--- config.mk ---
export PLATFORM = sky130hd
export DESIGN_NAME = retry_scheduler_with_backoff_flat
export DESIGN_NICKNAME = d
export VERILOG_FILES = /design/src/rsb_pkg.sv /design/src/rsb_chan_if.sv /design/src/rsb_ram.sv /design/src/rsb_alu.sv /design/src/retry_scheduler_with_backoff.sv /design/src/flat_wrapper.sv
export SDC_FILE = /design/constraint.sdc
export NUM_CORES = 2
export LEC_CHECK = 0
export ABC_CLOCK_PERIOD_IN_PS = 8400
export BUFFER_PORTS_ARGS = -buffer_cell sky130_fd_sc_hd__buf_2
export CAP_MARGIN = 20
export CORE_MARGIN = 2
export CORE_UTILIZATION = 55
export CTS_BUF_LIST = sky130_fd_sc_hd__clkbuf_16
export DETAILED_ROUTE_END_ITERATION = 10
export GPL_ROUTABILITY_DRIVEN = 0
export GPL_TIMING_DRIVEN = 0
export HOLD_SLACK_MARGIN = 0.06
export MAX_ROUTING_LAYER = met4
export PLACE_DENSITY = 0.73
export SETUP_SLACK_MARGIN = 0.1
export SYNTH_ARGS = -nofsm -noshare
export SYNTH_HDL_FRONTEND = slang
export SYNTH_SLANG_ARGS = --single-unit
--- constraint.sdc ---
create_clock -name clock -period 8.4 [get_ports clock]
set_clock_uncertainty 0.05 [all_clocks]
set_input_delay 0.42 -clock clock [delete_from_list [all_inputs] [get_ports clock]]
set_output_delay 0.42 -clock clock [all_outputs]
set_load 0.02 [all_outputs]
--- src/rsb_pkg.sv ---
// Package: shared types, codes and helpers for the retry scheduler with backoff.
`timescale 1ns / 1ps
package rsb_pkg;

   localparam int TIME_W      = 32;
   localparam int CNT_W       = 16;
   localparam int JOB_W       = 6;
   localparam int PEND_W      = 7;
   localparam int STATUS_W    = 3;
   localparam int CSR_IDX_W   = 3;
   localparam int NUM_SVC     = 2;
   localparam int MASK_W      = NUM_SVC;
   localparam int DEF_MAX_JOBS = 64;

   localparam logic [TIME_W-1:0] FIRST_BACKOFF_MS = TIME_W'(1000);
   localparam logic [TIME_W-1:0] DEF_MAX_BACKOFF  = TIME_W'(60000);
   localparam logic [CNT_W-1:0]  CNT_MAX          = '1;

   typedef enum logic [1:0] {
      OP_CLEAR  = 2'd0,
      OP_ADD    = 2'd1,
      OP_PICK   = 2'd2,
      OP_REPORT = 2'd3
   } op_type;

   typedef enum logic [1:0] {
      OUTC_SUCCESS   = 2'd0,
      OUTC_TRANSIENT = 2'd1,
      OUTC_HARD      = 2'd2
   } outcome_type;

   typedef enum logic [STATUS_W-1:0] {
      ST_DONE      = 3'd0,
      ST_NONE_DUE  = 3'd1,
      ST_SKIPPED   = 3'd2,
      ST_FULL      = 3'd3,
      ST_NOT_OWED  = 3'd4
   } status_type;

   typedef enum logic [CSR_IDX_W-1:0] {
      CSR_SERVICES   = 3'd0,
      CSR_SVC0_MIN   = 3'd1,
      CSR_SVC0_MAXBO = 3'd2,
      CSR_SVC1_MIN   = 3'd3,
      CSR_SVC1_MAXBO = 3'd4
   } csr_index_type;

   typedef enum logic [3:0] {
      S_IDLE,
      S_DUE0,
      S_DUE1,
      S_SCAN,
      S_RPT_RD,
      S_RPT_CHK,
      S_CAP,
      S_NEXT,
      S_OUT
   } state_type;

   typedef struct packed {
      logic [1:0]        op;
      logic [TIME_W-1:0] now_ms;
      logic [MASK_W-1:0] done_mask;
      logic [JOB_W-1:0]  job_slot;
      logic              service_sel;
      logic [1:0]        outcome;
   } req_payload_type;

   typedef struct packed {
      logic [STATUS_W-1:0] status;
      logic [JOB_W-1:0]    picked_job;
      logic                picked_service;
      logic                mark_done;
      logic [TIME_W-1:0]   delay_applied;
      logic [PEND_W-1:0]   pending_jobs;
      logic [CNT_W-1:0]    ok_count;
      logic [CNT_W-1:0]    failed_count;
      logic [CNT_W-1:0]    skipped_count;
   } rsp_payload_type;

   // operands for the shared adder/subtractor
   typedef struct packed {
      logic [TIME_W-1:0] a;
      logic [TIME_W-1:0] b;
      logic              sub;
   } alu_req_type;

   function automatic logic [CNT_W-1:0] sat_inc(input logic [CNT_W-1:0] v);
      return (v == CNT_MAX) ? CNT_MAX : v + CNT_W'(1);
   endfunction

   // 0 services -> none active, 3 acts as 2
   function automatic logic [MASK_W-1:0] active_mask(input logic [1:0] n);
      logic [MASK_W-1:0] m;
      unique case (n)
         2'd0:    m = 2'b00;
         2'd1:    m = 2'b01;
         default: m = 2'b11;
      endcase
      return m;
   endfunction

endpackage

--- src/rsb_chan_if.sv ---
// Interface: valid/ready channel carrying one payload per transaction.
`timescale 1ns / 1ps
interface rsb_chan_if #(
   parameter type payload_type = logic
) ();
   logic        valid;
   logic        ready;
   payload_type payload;

   modport source (output valid, output payload, input ready);
   modport sink   (input valid, input payload, output ready);
endinterface

--- src/rsb_ram.sv ---
// Generic single-write, single-read RAM with registered read data.
`timescale 1ns / 1ps
module rsb_ram #(
   parameter int WIDTH = 2,
   parameter int DEPTH = 64
) (
   input  logic                     clock,
   input  logic                     wr_en,
   input  logic [$clog2(DEPTH)-1:0] wr_addr,
   input  logic [WIDTH-1:0]         wr_data,
   input  logic                     rd_en,
   input  logic [$clog2(DEPTH)-1:0] rd_addr,
   output logic [WIDTH-1:0]         rd_data
);
   logic [WIDTH-1:0] mem [DEPTH];

   always_ff @(posedge clock) begin
      if (wr_en) begin
         mem[wr_addr] <= wr_data;
      end
      if (rd_en) begin
         rd_data <= mem[rd_addr];
      end
   end
endmodule

--- src/rsb_alu.sv ---
// Shared 32-bit adder/subtractor: due checks, backoff cap compare, next-allowed time.
`timescale 1ns / 1ps
module rsb_alu import rsb_pkg::*; (
   input  alu_req_type       req,
   output logic [TIME_W:0]   result
);
   // bit TIME_W is the carry on add, the borrow on subtract
   always_comb begin
      if (req.sub) begin
         result = {1'b0, req.a} - {1'b0, req.b};
      end else begin
         result = {1'b0, req.a} + {1'b0, req.b};
      end
   end
endmodule

--- src/retry_scheduler_with_backoff.sv ---
// Top level: job table, per-service backoff state and the sequencer around the shared ALU.
// Usage:
//   req_if (sink) takes one command per transaction: clear, add job, pick the
//   first due job/service pair, or report the outcome of an attempt. rsp_if
//   (source) returns exactly one result per command, in order, from an output
//   register; a command is taken while an earlier result still waits there.
//   csr_wr_en/csr_index/csr_wr_data write the service count and per-service
//   pacing and backoff cap; write only while no command is in flight.
// Sequence (from accept to rsp valid, receiver not stalling): clear, add job and
//   report on a bad slot or inactive service go straight to S_OUT; report on a
//   bit not owed reads and checks the owed mask; success or hard error also sets
//   the next-allowed time; transient failure adds the cap compare before that.
//   pick: two due checks, then a scan with one owed-mask RAM read per slot.
// Flow: req ready is high only while the sequencer is idle, so a command is not
//   taken until the one before it has reached the output register.
// Reset: synchronous, active high; clears the table, counters, backoff and
//   next-allowed times and loads configuration defaults. The owed-mask RAM is
//   not cleared; slots past the job count are never read.
// Stall: a stalled receiver holds the result; the next command can be taken,
//   and its result waits in the sequencer until the output register frees.
`timescale 1ns / 1ps
module retry_scheduler_with_backoff import rsb_pkg::*; #(
   parameter int MAX_JOBS = DEF_MAX_JOBS
) (
   input  logic                  clock,
   input  logic                  reset,
   input  logic                  csr_wr_en,
   input  logic [CSR_IDX_W-1:0]  csr_index,
   input  logic [TIME_W-1:0]     csr_wr_data,
   rsb_chan_if.sink              req_if,
   rsb_chan_if.source            rsp_if
);
   localparam int AW    = $clog2(MAX_JOBS);
   localparam int CW    = $clog2(MAX_JOBS + 1);
   localparam int CMP_W = (CW > JOB_W) ? CW : JOB_W;

   state_type            state_ff, state_in;
   req_payload_type      req_ff, req_in;

   logic [1:0]           svc_use_ff;
   logic [TIME_W-1:0]    min_int_ff [NUM_SVC];
   logic [TIME_W-1:0]    max_bo_ff  [NUM_SVC];

   logic [CW-1:0]        job_count_ff, job_count_in;
   logic [CW-1:0]        pending_ff, pending_in;
   logic [CNT_W-1:0]     ok_ff, ok_in;
   logic [CNT_W-1:0]     fail_ff, fail_in;
   logic [CNT_W-1:0]     skip_ff, skip_in;
   logic [TIME_W-1:0]    backoff_ff [NUM_SVC];
   logic [TIME_W-1:0]    backoff_in [NUM_SVC];
   logic [TIME_W-1:0]    next_ff [NUM_SVC];
   logic [TIME_W-1:0]    next_in [NUM_SVC];

   logic [CW-1:0]        idx_ff, idx_in;
   logic                 pend_ff, pend_in;
   logic [AW-1:0]        pend_idx_ff, pend_idx_in;
   logic [MASK_W-1:0]    due_ff, due_in;

   logic [STATUS_W-1:0]  status_ff, status_in;
   logic [JOB_W-1:0]     pj_ff, pj_in;
   logic                 ps_ff, ps_in;
   logic                 mark_ff, mark_in;
   logic [TIME_W-1:0]    delay_ff, delay_in;

   logic                 rsp_valid_ff, rsp_valid_in;
   rsp_payload_type      rsp_data_ff, rsp_data_in;

   logic                 ram_we, ram_re;
   logic [AW-1:0]        ram_waddr, ram_raddr;
   logic [MASK_W-1:0]    ram_wdata, ram_rdata;

   alu_req_type          alu_req;
   logic [TIME_W:0]      alu_res;

   logic                 req_accept;
   logic [MASK_W-1:0]    amask;

   assign amask          = active_mask(svc_use_ff);
   assign req_if.ready   = (state_ff == S_IDLE);
   assign req_accept     = req_if.valid && req_if.ready;
   assign rsp_if.valid   = rsp_valid_ff;
   assign rsp_if.payload = rsp_data_ff;

   rsb_ram #(
      .WIDTH (MASK_W),
      .DEPTH (MAX_JOBS)
   ) u_owed_ram (
      .clock   (clock),
      .wr_en   (ram_we),
      .wr_addr (ram_waddr),
      .wr_data (ram_wdata),
      .rd_en   (ram_re),
      .rd_addr (ram_raddr),
      .rd_data (ram_rdata)
   );

   rsb_alu u_alu (
      .req    (alu_req),
      .result (alu_res)
   );

   always_comb begin
      logic [MASK_W-1:0] owed;
      logic [MASK_W-1:0] new_mask;
      logic [MASK_W-1:0] hit;
      logic              sel;
      logic              bad;

      state_in     = state_ff;
      req_in       = req_ff;
      job_count_in = job_count_ff;
      pending_in   = pending_ff;
      ok_in        = ok_ff;
      fail_in      = fail_ff;
      skip_in      = skip_ff;
      backoff_in   = backoff_ff;
      next_in      = next_ff;
      idx_in       = idx_ff;
      pend_in      = pend_ff;
      pend_idx_in  = pend_idx_ff;
      due_in       = due_ff;
      status_in    = status_ff;
      pj_in        = pj_ff;
      ps_in        = ps_ff;
      mark_in      = mark_ff;
      delay_in     = delay_ff;
      rsp_data_in  = rsp_data_ff;
      rsp_valid_in = rsp_valid_ff && !rsp_if.ready;

      ram_we    = 1'b0;
      ram_waddr = job_count_ff[AW-1:0];
      ram_wdata = '0;
      ram_re    = 1'b0;
      ram_raddr = idx_ff[AW-1:0];
      alu_req   = '{a: req_ff.now_ms, b: delay_ff, sub: 1'b0};

      sel      = req_ff.service_sel;
      owed     = ~req_if.payload.done_mask & amask;
      new_mask = ram_rdata & ~(MASK_W'(1) << sel);
      hit      = ram_rdata & due_ff;
      bad      = (CMP_W'(req_if.payload.job_slot) >= CMP_W'(job_count_ff)) ||
                 !amask[req_if.payload.service_sel];

      unique case (state_ff)
         S_IDLE: begin
            if (req_accept) begin
               req_in    = req_if.payload;
               status_in = ST_DONE;
               pj_in     = '0;
               ps_in     = 1'b0;
               mark_in   = 1'b0;
               delay_in  = '0;
               unique case (req_if.payload.op)
                  OP_CLEAR: begin
                     job_count_in = '0;
                     pending_in   = '0;
                     ok_in        = '0;
                     fail_in      = '0;
                     skip_in      = '0;
                     state_in     = S_OUT;
                  end
                  OP_ADD: begin
                     if (owed == '0) begin
                        skip_in   = sat_inc(skip_ff);
                        status_in = ST_SKIPPED;
                     end else if (job_count_ff >= CW'(MAX_JOBS)) begin
                        status_in = ST_FULL;
                     end else begin
                        ram_we       = 1'b1;
                        ram_wdata    = owed;
                        pj_in        = JOB_W'(job_count_ff[AW-1:0]);
                        job_count_in = job_count_ff + CW'(1);
                        pending_in   = pending_ff + CW'(1);
                     end
                     state_in = S_OUT;
                  end
                  OP_PICK: begin
                     idx_in   = '0;
                     pend_in  = 1'b0;
                     state_in = S_DUE0;
                  end
                  OP_REPORT: begin
                     pj_in = req_if.payload.job_slot;
                     ps_in = req_if.payload.service_sel;
                     if (bad) begin
                        status_in = ST_NOT_OWED;
                        state_in  = S_OUT;
                     end else begin
                        state_in = S_RPT_RD;
                     end
                  end
                  default: state_in = S_IDLE;
               endcase
            end
         end
         S_DUE0: begin
            // wrap-safe due test: sign of now - next_allowed
            alu_req   = '{a: req_ff.now_ms, b: next_ff[0], sub: 1'b1};
            due_in[0] = !alu_res[TIME_W-1] && amask[0];
            state_in  = S_DUE1;
         end
         S_DUE1: begin
            alu_req   = '{a: req_ff.now_ms, b: next_ff[1], sub: 1'b1};
            due_in[1] = !alu_res[TIME_W-1] && amask[1];
            state_in  = S_SCAN;
         end
         S_SCAN: begin
            // read slot idx while checking the slot read last cycle
            if (pend_ff && (hit != '0)) begin
               pj_in     = JOB_W'(pend_idx_ff);
               ps_in     = !hit[0];
               status_in = ST_DONE;
               state_in  = S_OUT;
            end else if (idx_ff < job_count_ff) begin
               ram_re      = 1'b1;
               idx_in      = idx_ff + CW'(1);
               pend_in     = 1'b1;
               pend_idx_in = idx_ff[AW-1:0];
            end else if (!pend_ff) begin
               status_in = ST_NONE_DUE;
               state_in  = S_OUT;
            end else begin
               pend_in = 1'b0;
            end
         end
         S_RPT_RD: begin
            ram_re    = 1'b1;
            ram_raddr = AW'(req_ff.job_slot);
            state_in  = S_RPT_CHK;
         end
         S_RPT_CHK: begin
            if (!ram_rdata[sel]) begin
               status_in = ST_NOT_OWED;
               state_in  = S_OUT;
            end else begin
               case (req_ff.outcome)
                  OUTC_SUCCESS: begin
                     ram_we          = 1'b1;
                     ram_waddr       = AW'(req_ff.job_slot);
                     ram_wdata       = new_mask;
                     backoff_in[sel] = '0;
                     delay_in        = min_int_ff[sel];
                     ok_in           = sat_inc(ok_ff);
                     mark_in         = 1'b1;
                     if (new_mask == '0) begin
                        pending_in = pending_ff - CW'(1);
                     end
                     state_in = S_NEXT;
                  end
                  OUTC_TRANSIENT: begin
                     if (backoff_ff[sel] != '0) begin
                        delay_in = backoff_ff[sel][TIME_W-1] ? '1 : (backoff_ff[sel] << 1);
                     end else if (min_int_ff[sel] != '0) begin
                        delay_in = min_int_ff[sel];
                     end else begin
                        delay_in = FIRST_BACKOFF_MS;
                     end
                     fail_in  = sat_inc(fail_ff);
                     state_in = S_CAP;
                  end
                  default: begin
                     // hard error, outcome 3 included
                     ram_we    = 1'b1;
                     ram_waddr = AW'(req_ff.job_slot);
                     ram_wdata = new_mask;
                     delay_in  = min_int_ff[sel];
                     fail_in   = sat_inc(fail_ff);
                     if (new_mask == '0) begin
                        pending_in = pending_ff - CW'(1);
                     end
                     state_in = S_NEXT;
                  end
               endcase
            end
         end
         S_CAP: begin
            // borrow on max - candidate means candidate exceeds the cap
            alu_req = '{a: max_bo_ff[sel], b: delay_ff, sub: 1'b1};
            if (alu_res[TIME_W]) begin
               delay_in        = max_bo_ff[sel];
               backoff_in[sel] = max_bo_ff[sel];
            end else begin
               backoff_in[sel] = delay_ff;
            end
            state_in = S_NEXT;
         end
         S_NEXT: begin
            alu_req      = '{a: req_ff.now_ms, b: delay_ff, sub: 1'b0};
            next_in[sel] = alu_res[TIME_W-1:0];
            status_in    = ST_DONE;
            state_in     = S_OUT;
         end
         S_OUT: begin
            if (!rsp_valid_ff || rsp_if.ready) begin
               rsp_valid_in                = 1'b1;
               rsp_data_in.status          = status_ff;
               rsp_data_in.picked_job      = pj_ff;
               rsp_data_in.picked_service  = ps_ff;
               rsp_data_in.mark_done       = mark_ff;
               rsp_data_in.delay_applied   = delay_ff;
               rsp_data_in.pending_jobs    = PEND_W'(pending_ff);
               rsp_data_in.ok_count        = ok_ff;
               rsp_data_in.failed_count    = fail_ff;
               rsp_data_in.skipped_count   = skip_ff;
               state_in                    = S_IDLE;
            end
         end
         default: state_in = S_IDLE;
      endcase
   end

   always_ff @(posedge clock) begin
      if (reset) begin
         state_ff <= S_IDLE;
      end else begin
         state_ff <= state_in;
      end
   end

   always_ff @(posedge clock) begin
      if (reset) begin
         job_count_ff <= '0;
         pending_ff   <= '0;
         ok_ff        <= '0;
         fail_ff      <= '0;
         skip_ff      <= '0;
         backoff_ff   <= '{default: '0};
         next_ff      <= '{default: '0};
         idx_ff       <= '0;
         pend_ff      <= 1'b0;
         rsp_valid_ff <= 1'b0;
      end else begin
         job_count_ff <= job_count_in;
         pending_ff   <= pending_in;
         ok_ff        <= ok_in;
         fail_ff      <= fail_in;
         skip_ff      <= skip_in;
         backoff_ff   <= backoff_in;
         next_ff      <= next_in;
         idx_ff       <= idx_in;
         pend_ff      <= pend_in;
         rsp_valid_ff <= rsp_valid_in;
      end
   end

   always_ff @(posedge clock) begin
      req_ff      <= req_in;
      pend_idx_ff <= pend_idx_in;
      due_ff      <= due_in;
      status_ff   <= status_in;
      pj_ff       <= pj_in;
      ps_ff       <= ps_in;
      mark_ff     <= mark_in;
      delay_ff    <= delay_in;
      rsp_data_ff <= rsp_data_in;
   end

   // configuration registers
   always_ff @(posedge clock) begin
      if (reset) begin
         svc_use_ff <= 2'd2;
         min_int_ff <= '{default: '0};
         max_bo_ff  <= '{default: DEF_MAX_BACKOFF};
      end else if (csr_wr_en) begin
         unique case (csr_index)
            CSR_SERVICES:   svc_use_ff    <= csr_wr_data[1:0];
            CSR_SVC0_MIN:   min_int_ff[0] <= csr_wr_data;
            CSR_SVC0_MAXBO: max_bo_ff[0]  <= csr_wr_data;
            CSR_SVC1_MIN:   min_int_ff[1] <= csr_wr_data;
            CSR_SVC1_MAXBO: max_bo_ff[1]  <= csr_wr_data;
            default: ;
         endcase
      end
   end

   a_jobs_bounded: assert property (@(posedge clock) disable iff (reset)
      job_count_ff <= CW'(MAX_JOBS))
      else $error("job count exceeds table size");

   a_pending_le_jobs: assert property (@(posedge clock) disable iff (reset)
      pending_ff <= job_count_ff)
      else $error("pending jobs exceed job count");

   a_clear_empties: assert property (@(posedge clock) disable iff (reset)
      req_accept && (req_if.payload.op == OP_CLEAR) |=> (job_count_ff == '0) &&
      (pending_ff == '0))
      else $error("clear did not empty the table");

   a_out_loads: assert property (@(posedge clock) disable iff (reset)
      (state_ff == S_OUT) && (!rsp_valid_ff || rsp_if.ready) |=>
      rsp_valid_ff && (state_ff == S_IDLE))
      else $error("result not loaded into output register");

   a_scan_in_table: assert property (@(posedge clock) disable iff (reset)
      (state_ff == S_SCAN) && pend_ff |-> (CW'(pend_idx_ff) < job_count_ff))
      else $error("scan checked a slot past the job count");

endmodule

--- src/flat_wrapper.sv ---
// flat-port wrapper written by rule: the top's interface ports become plain ports
module retry_scheduler_with_backoff_flat import rsb_pkg::*;
#(
   parameter int MAX_JOBS = DEF_MAX_JOBS
)
  (clock, reset, csr_wr_en, csr_index, csr_wr_data, req_if_valid, req_if_payload, req_if_ready, rsp_if_valid, rsp_if_payload, rsp_if_ready);
  rsb_chan_if #(.payload_type(req_payload_type)) req_if_i ();
  rsb_chan_if #(.payload_type(rsp_payload_type)) rsp_if_i ();
  input  logic clock;
  input  logic reset;
  input  logic csr_wr_en;
  input  logic [CSR_IDX_W-1:0] csr_index;
  input  logic [TIME_W-1:0] csr_wr_data;
  input wire logic [$bits(req_if_i.valid)-1:0] req_if_valid;
  input wire logic [$bits(req_if_i.payload)-1:0] req_if_payload;
  output wire logic [$bits(req_if_i.ready)-1:0] req_if_ready;
  output wire logic [$bits(rsp_if_i.valid)-1:0] rsp_if_valid;
  output wire logic [$bits(rsp_if_i.payload)-1:0] rsp_if_payload;
  input wire logic [$bits(rsp_if_i.ready)-1:0] rsp_if_ready;
  assign req_if_i.valid = req_if_valid;
  assign req_if_i.payload = req_if_payload;
  assign req_if_ready = req_if_i.ready;
  assign rsp_if_valid = rsp_if_i.valid;
  assign rsp_if_payload = rsp_if_i.payload;
  assign rsp_if_i.ready = rsp_if_ready;
  retry_scheduler_with_backoff #(.MAX_JOBS(MAX_JOBS)) u_core (.clock(clock), .reset(reset), .csr_wr_en(csr_wr_en), .csr_index(csr_index), .csr_wr_data(csr_wr_data), .req_if(req_if_i), .rsp_if(rsp_if_i));
endmodule
# Yosys cells after proc, flatten, opt, wreduce, memory -nomap -nowiden
# Memories as Yosys holds them, arrays and structs flattened. A register that Yosys moved wholly into a read port is not among the register bits.
# Cells that the tools add are included.
[totals]
regBits = 523
ramBits = 128
in_bits = 85
out_inout_bits = 100
n_memories = 1
[mem_list]
columns = ["memory", "depth", "word_bits", "rd", "rd_clocked_by_memory_dff", "write_ports", "line", "rtl"]
rows = [
  ["u_core.u_owed_ram.mem", 64, 2, 1, 1, 1, "rsb_ram.sv:15", "logic [WIDTH-1:0] mem [DEPTH];"],
]
[op_classes]
n_addsub = 9
magnitude_cmp = 7
eq_ne = 42
n_shift = 1
muxes = 125
bitwise = 9
reduce_logical = 51
[ops]
columns = ["operator", "count"]
rows = [
  ["32-bit 2-to-1 mux", 17],
  ["65-bit case mux with 3 select lines", 1],
  ["64-bit bitwise mux", 3],
  ["64-bit 2-to-1 mux", 3],
  ["16-bit 2-to-1 mux", 10],
  ["64-bit case mux with 2 select lines", 1],
  ["16-bit case mux with 2 select lines", 3],
  ["32-bit case mux with 3 select lines", 1],
  ["7-bit 2-to-1 mux", 12],
  ["64-bit AND", 1],
  ["64-bit inverter", 1],
  ["32-bit nonzero test", 2],
  ["7-bit case mux with 2 select lines", 4],
  ["16-bit by 1-bit adder with 16-bit output (second input constant)", 3],
  ["16-bit equality test (second input constant)", 3],
  ["6-bit 2-to-1 mux", 8],
  ["4-bit case mux with 9 select lines", 1],
  ["32-bit by 32-bit adder with 33-bit output", 1],
  ["33-bit 2-to-1 mux", 1],
  ["32-bit by 32-bit subtractor with 33-bit output", 1],
  ["32-bit demux with 1-bit select", 1],
  ["4-bit 2-to-1 mux", 7],
  ["1-bit 2-to-1 mux", 26],
  ["5-bit AND reduction", 5],
  ["other kinds (48)", 128],
]

# Logic depth before layout (Yosys ltp)
[logic_depth]
ltp_word = 10
mapped_depth = 25
mapped_depth_nobuf = 21

# By module
# From an unflattened synthesis, not the netlist that was laid out.
[hier_totals]
cells_unflattened = 3257
hier_area_um2 = 31385.1
[by_module_without_submodules]
columns = ["mod", "n_inst", "cells_per_inst", "area_each_um2", "seq_area_each_um2"]
rows = [
  ["retry_scheduler_with_backoff", 1, 2553, 23322.4, 12371.9],
  ["rsb_ram", 1, 315, 5509.0, 3903.7],
  ["rsb_alu", 1, 389, 2553.7, 0.0],
]

# Worst setup path after synthesis
# OpenSTA, ideal clock, no wires.
[synth_path]
kind = "flip-flop to flip-flop"
start = "reg u_core.state_ff[1]"
end = "reg u_core.delay_ff[0], enable pin"
arrival_time_ps = 6394
setup_slack_ps = 1525
stages_incl_launch_ff = 20
synth_period_minus_slack_ps = 6875
path_cell_list = "dfxtp_1 -> buf_6 -> or4_4 -> a21oi_2 -> o22ai_2 -> nor4b_4 -> nand4_2 -> or4_4 -> o21ai_0 -> xnor2_1 -> ha_1 -> a21oi_1 -> o21ai_1 -> a221o_1 -> a21o_1 -> a31oi_1 -> a31oi_1 -> clkbuf_1 -> buf_1 -> o211ai_1"
[synth_between]
elab_chain_cells = 6
word_cells_on_any_way = 15
[synth_rtl]
columns = ["element", "line", "rtl"]
rows = [
  ["start, declared", "retry_scheduler_with_backoff.sv:37", "state_type state_ff, state_in;"],
  ["start signal, assigned", "retry_scheduler_with_backoff.sv:316", "state_ff <= state_in;"],
  ["4-bit by 3-bit equality test with 1-bit output, or another cell as far along", "retry_scheduler_with_backoff.sv:144", "unique case (state_ff)"],
  ["65-bit case mux with 3 select lines", "retry_scheduler_with_backoff.sv:144", ""],
  ["32-bit by 32-bit adder with 33-bit output / 32-bit by 32-bit subtractor with 33-bit output (equally long branches)", "rsb_alu.sv:12, rsb_alu.sv:10", ""],
  ["33-bit 2-to-1 mux", "rsb_alu.sv:9", "if (req.sub) begin"],
  ["2-bit by 1-bit != test with 1-bit output (no line)", "-", ""],
  ["4-bit AND reduction (no line) *", "-", ""],
  ["end signal, assigned", "retry_scheduler_with_backoff.sv:354", "delay_ff <= delay_in;"],
  ["end, declared", "retry_scheduler_with_backoff.sv:63", "logic [TIME_W-1:0] delay_ff, delay_in;"],
]
# Every way passes the cells marked *; elsewhere a longest branch is shown, timed or not.
# A chain may end at the register's enable or synchronous reset.

# Worst setup path after layout
[layout_path]
start = "reg u_core.req_ff[2] (netlist name)"
end = "reg u_core.delay_ff[5], enable pin"
[layout_between]
elab_chain_cells = 9
word_cells_on_any_way = 13
[layout_rtl]
columns = ["element", "line", "rtl"]
rows = [
  ["start, declared", "retry_scheduler_with_backoff.sv:38", "req_payload_type req_ff, req_in;"],
  ["start signal, assigned", "retry_scheduler_with_backoff.sv:347", "req_ff <= req_in;"],
  ["1-bit inverter with 2-bit output (not written as such)", "retry_scheduler_with_backoff.sv:278", "alu_req = '{a: max_bo_ff[sel], b: delay_ff, sub: 1'b1};"],
  ["32-bit 2-to-1 mux (not written as such) (3 in series)", "retry_scheduler_with_backoff.sv:278", ""],
  ["65-bit case mux with 3 select lines", "retry_scheduler_with_backoff.sv:144", ""],
  ["32-bit by 32-bit adder with 33-bit output / 32-bit by 32-bit subtractor with 33-bit output (equally long branches)", "rsb_alu.sv:12, rsb_alu.sv:10", ""],
  ["33-bit 2-to-1 mux", "rsb_alu.sv:9", ""],
  ["2-bit by 1-bit != test with 1-bit output (no line)", "-", ""],
  ["4-bit AND reduction (no line) *", "-", ""],
]
# Every way passes the cells marked *; elsewhere a longest branch is shown, timed or not. The select of a mux whose other input is x is not followed.

==> impl_results.md <==
* Outcome: completed
* Mapped Area at approximately 0.031 sq mm
* Slowest stage delay, CP at just under 900 ps
* Crit path arrival time at ~8600 ps
* Antenna-violating nets left at 0
* Area Growth Syn to Fin at 16.2%
* Via count at 28800
* Core ar. at 0.0565 sq mm
* Final core utilization at 64.7%
* CTS tree: built
* Row count at 87
* Inst Count DP at 4258
* DRC at 0
* Io pins at between 150 and 200
* Met1 track demand over resource at a little under half
* CTS buffer count at 71
* Port Buf Inserts at 183
* Worst Hold Class: in2reg
* Total grt overflow at 0
* Avg Cell Area, Syn at 9.50 sq um
* Netlist cell types at 86
* Clk sink count at 653
* Syn Inst Count at 3308
* Final cell count without fillers at 4462
* Deepest clock path buffer count at 3
* Count leader, synth: nand2_1
* Synth Register Bits at 653
* CP Max Fanout at 19
* H-tree Lvls at 3
* Setup ws final at 144 ps
* GRT busiest layer: met2
* Detailed placement HPWL at 77200 microns
* EDFF count, synth at 320
* Crit share post-route at 98.3%
* Power per cell area at 289 mW/mm^2
* Nets@finish at 3784
* Router iterations before antenna repair at 8
* Yosys top cell area share at 30.6%
* First-pass GRT wire length at 159000 microns
* DRC violation total after the first TritonRoute iteration at 4024
* Sequential area share after synthesis at 51.8%
* Dominant synthesized flop cell: dfxtp_1
* Slew Limit Fails at 0
* Max-cap viol count at 0
* Final setup vio count at 0
* Syn_nets at 3447
* Setup crit start kind: register
* Pleak at between 10 and 15 nW
* Initial antenna violation count at 5
* Die Y at 243 microns
* Placed Area at 0.0335 sq mm
* Crit path capture type: register
* RSZ-0062 raised after global routing: false
* Total wire length at 106000 microns
* Worst path required time at 8720 ps
* CP max-delay cell: clkdlybuf4s15_1
* Fillers at 4507
* Post-route cell area at between 0.03 and 0.04 sq mm
* Clock Pin Slew Worst Setup and Hold Paths at 70 ps
* Ys async rst share at 0%
* CTS root buf: clkbuf_16
* Total Power at around 11 mW
* GRT Util Overall at between 30% and 40%
* Routed vias/inst at ~6.5
* Starting Density at 55.7%
* M3 GR Usage at 8.61%
* Synthesis Warnings at 0
* Most frequent CP cell: clkbuf_1
* Worst-Skew Late Latency at around 650 ps
* DIE WIDTH at around 240 microns
* Vias in the first global route at around 28000
* Max_slew headroom at a little under a quarter
* DIE AREA at 0.0591 sq mm
* Worst path cell trace: buf_2 -> clkbuf_1 -> clkbuf_1 -> clkdlybuf4s15_1 -> mux2i_1 -> o21ai_0 -> ha_1 -> a21o_1 -> a21oi_1 -> o31a_1 -> o31ai_1 -> a31oi_1 -> a31oi_1 -> clkbuf_1 -> buf_1 -> o211ai_1 -> buf_4 -> buf_4
* Met2 Use GR at between 50% and 60%
* Final Hold Fails at 0
* Synth area leaders: edfxtp_1 (31%), dfxtp_1 (21%), nand2_1 (7.2%)
* DR WL/cell at 23.8 microns
* Hold slack at ~78 ps
* Maximum vdd drop at roughly 0.00019 V
* Min cycle time layout at 8260 ps
* Commonest cells post-synth: nand2_1 (605), a21oi_1 (349), dfxtp_1 (333)
* Setup_tns at 0 ps
* Critical path type: reg2reg
* Yosys top cell by area: edfxtp_1
* Slew @ Worst Pin at between 1000 and 1500 ps
* Share of cells above drive strength 1 at about 11%
* Largest net degree at the start of global routing at 39
* Fmax at approximately 120 MHz
* Worst slack, placed at -167 ps
path summary, 6_finish.rpt:
| kind | from | end | slack, ps | cells after the start |
|---|---|---|---|---|
| setup / recovery | u_core.req_ff[2] | u_core.delay_ff[5] | 140 | 18 |
| setup reg to reg | u_core.req_ff[2] | u_core.delay_ff[5] | 140 | 18 |
| hold reg to reg | u_core.status_ff[1] | u_core.rsp_if.payload[96] | 370 | 0 |
| hold / removal | csr_wr_data[5] | u_core.min_int_ff[37] | 80 | 3 |
sequential cells by signal, summed over array words and instances, names as in the netlist, 16 cells and up:
name and flops:
u_core.backoff_ff 64, u_core.delay_ff 32, u_core.fail_ff 16, u_core.max_bo_ff 64
u_core.min_int_ff 64, u_core.next_ff 64, u_core.ok_ff 16, u_core.req_ff 41
u_core.rsp_if.payload 98, u_core.skip_ff 16, u_core.u_owed_ram.mem 128
cells in the final DEF, fill, tap and decap left out, types with 16 or more instances in the layout:
master and count:
a211oi_1 37, a21o_1 23, a21oi_1 349, a22oi_1 75
a31oi_1 29, and3_1 32, buf_1 18, buf_2 207
clkbuf_1 166, clkbuf_16 73, dfxtp_1 333, dlygate4sd3_1 70
edfxtp_1 320, ha_1 53, inv_1 45, mux2_2 21
mux2i_1 101, mux4_2 32, nand2_1 605, nand2b_1 57
nand3_1 117, nand3b_1 26, nand4_1 20, nor2_1 234
nor2b_1 35, nor3_1 72, nor4_1 26, o21ai_0 169
o22ai_1 29, o31ai_1 20, or2_2 16, xnor2_1 28
xor2_1 19
area by class of cell:
cell class,instances,area (sq um),area share [%]
well taps,756,946,2.59
repair buffers,266,1810,4.95
clock inverters,56,459,1.26
plain buffers,215,875,2.39
inverters,30,113,0.308
multi-input cells,2408,14200,38.9
clock buffers,73,1830,5.00
diodes,5,12.5,0.0343
flip-flops and latches,653,16300,44.6
critical path: cells and delay by family, from the launching register on:
kind / cells / cell delay [ps]
adders and majority gates: 1 / 390
AOI/OAI and AO/OA: 8 / 2590
muxes: 1 / 530
DFF: 1 / 330
buffers and inverters: 8 / 4060
timing repair:
item / 4_1_cts / 5_1_grt
hold endpoints to repair: 146 / 0
pin swaps: 1 / 0
hold buffers: 70 / 0
setup endpoints to repair: 21 / 32
resized for setup: 0 / 2
buffers inserted: 1 / 0
routing by layer:
layer  share of wire [%]  routed length, microns
met1                  37                   39800
met2                  44                   47300
met3                  12                   13200
met4                 5.7                    6070
met5                   0                       0
cells by family after synthesis:
logic type / count (synthesis) / share of synthesized area (%)
multiplexers: 155 / 6.30
XOR/XNOR: 47 / 1.31
buffers and inverters: 247 / 3.14
adder cells (fa/ha/maj): 54 / 2.17
flip-flops: 653 / 51.8
AND/OR/NAND/NOR: 1310 / 19.1
AO/OA/AOI/OAI: 842 / 16.2
where the power goes:
group / switching, mW / internal (mW)
registers: 0.204 / 3.62
logic: 2.45 / 1.18
clock network: 1.34 / 1.77
total: 3.99 / 6.57
(Power assumes the default switching activity.)
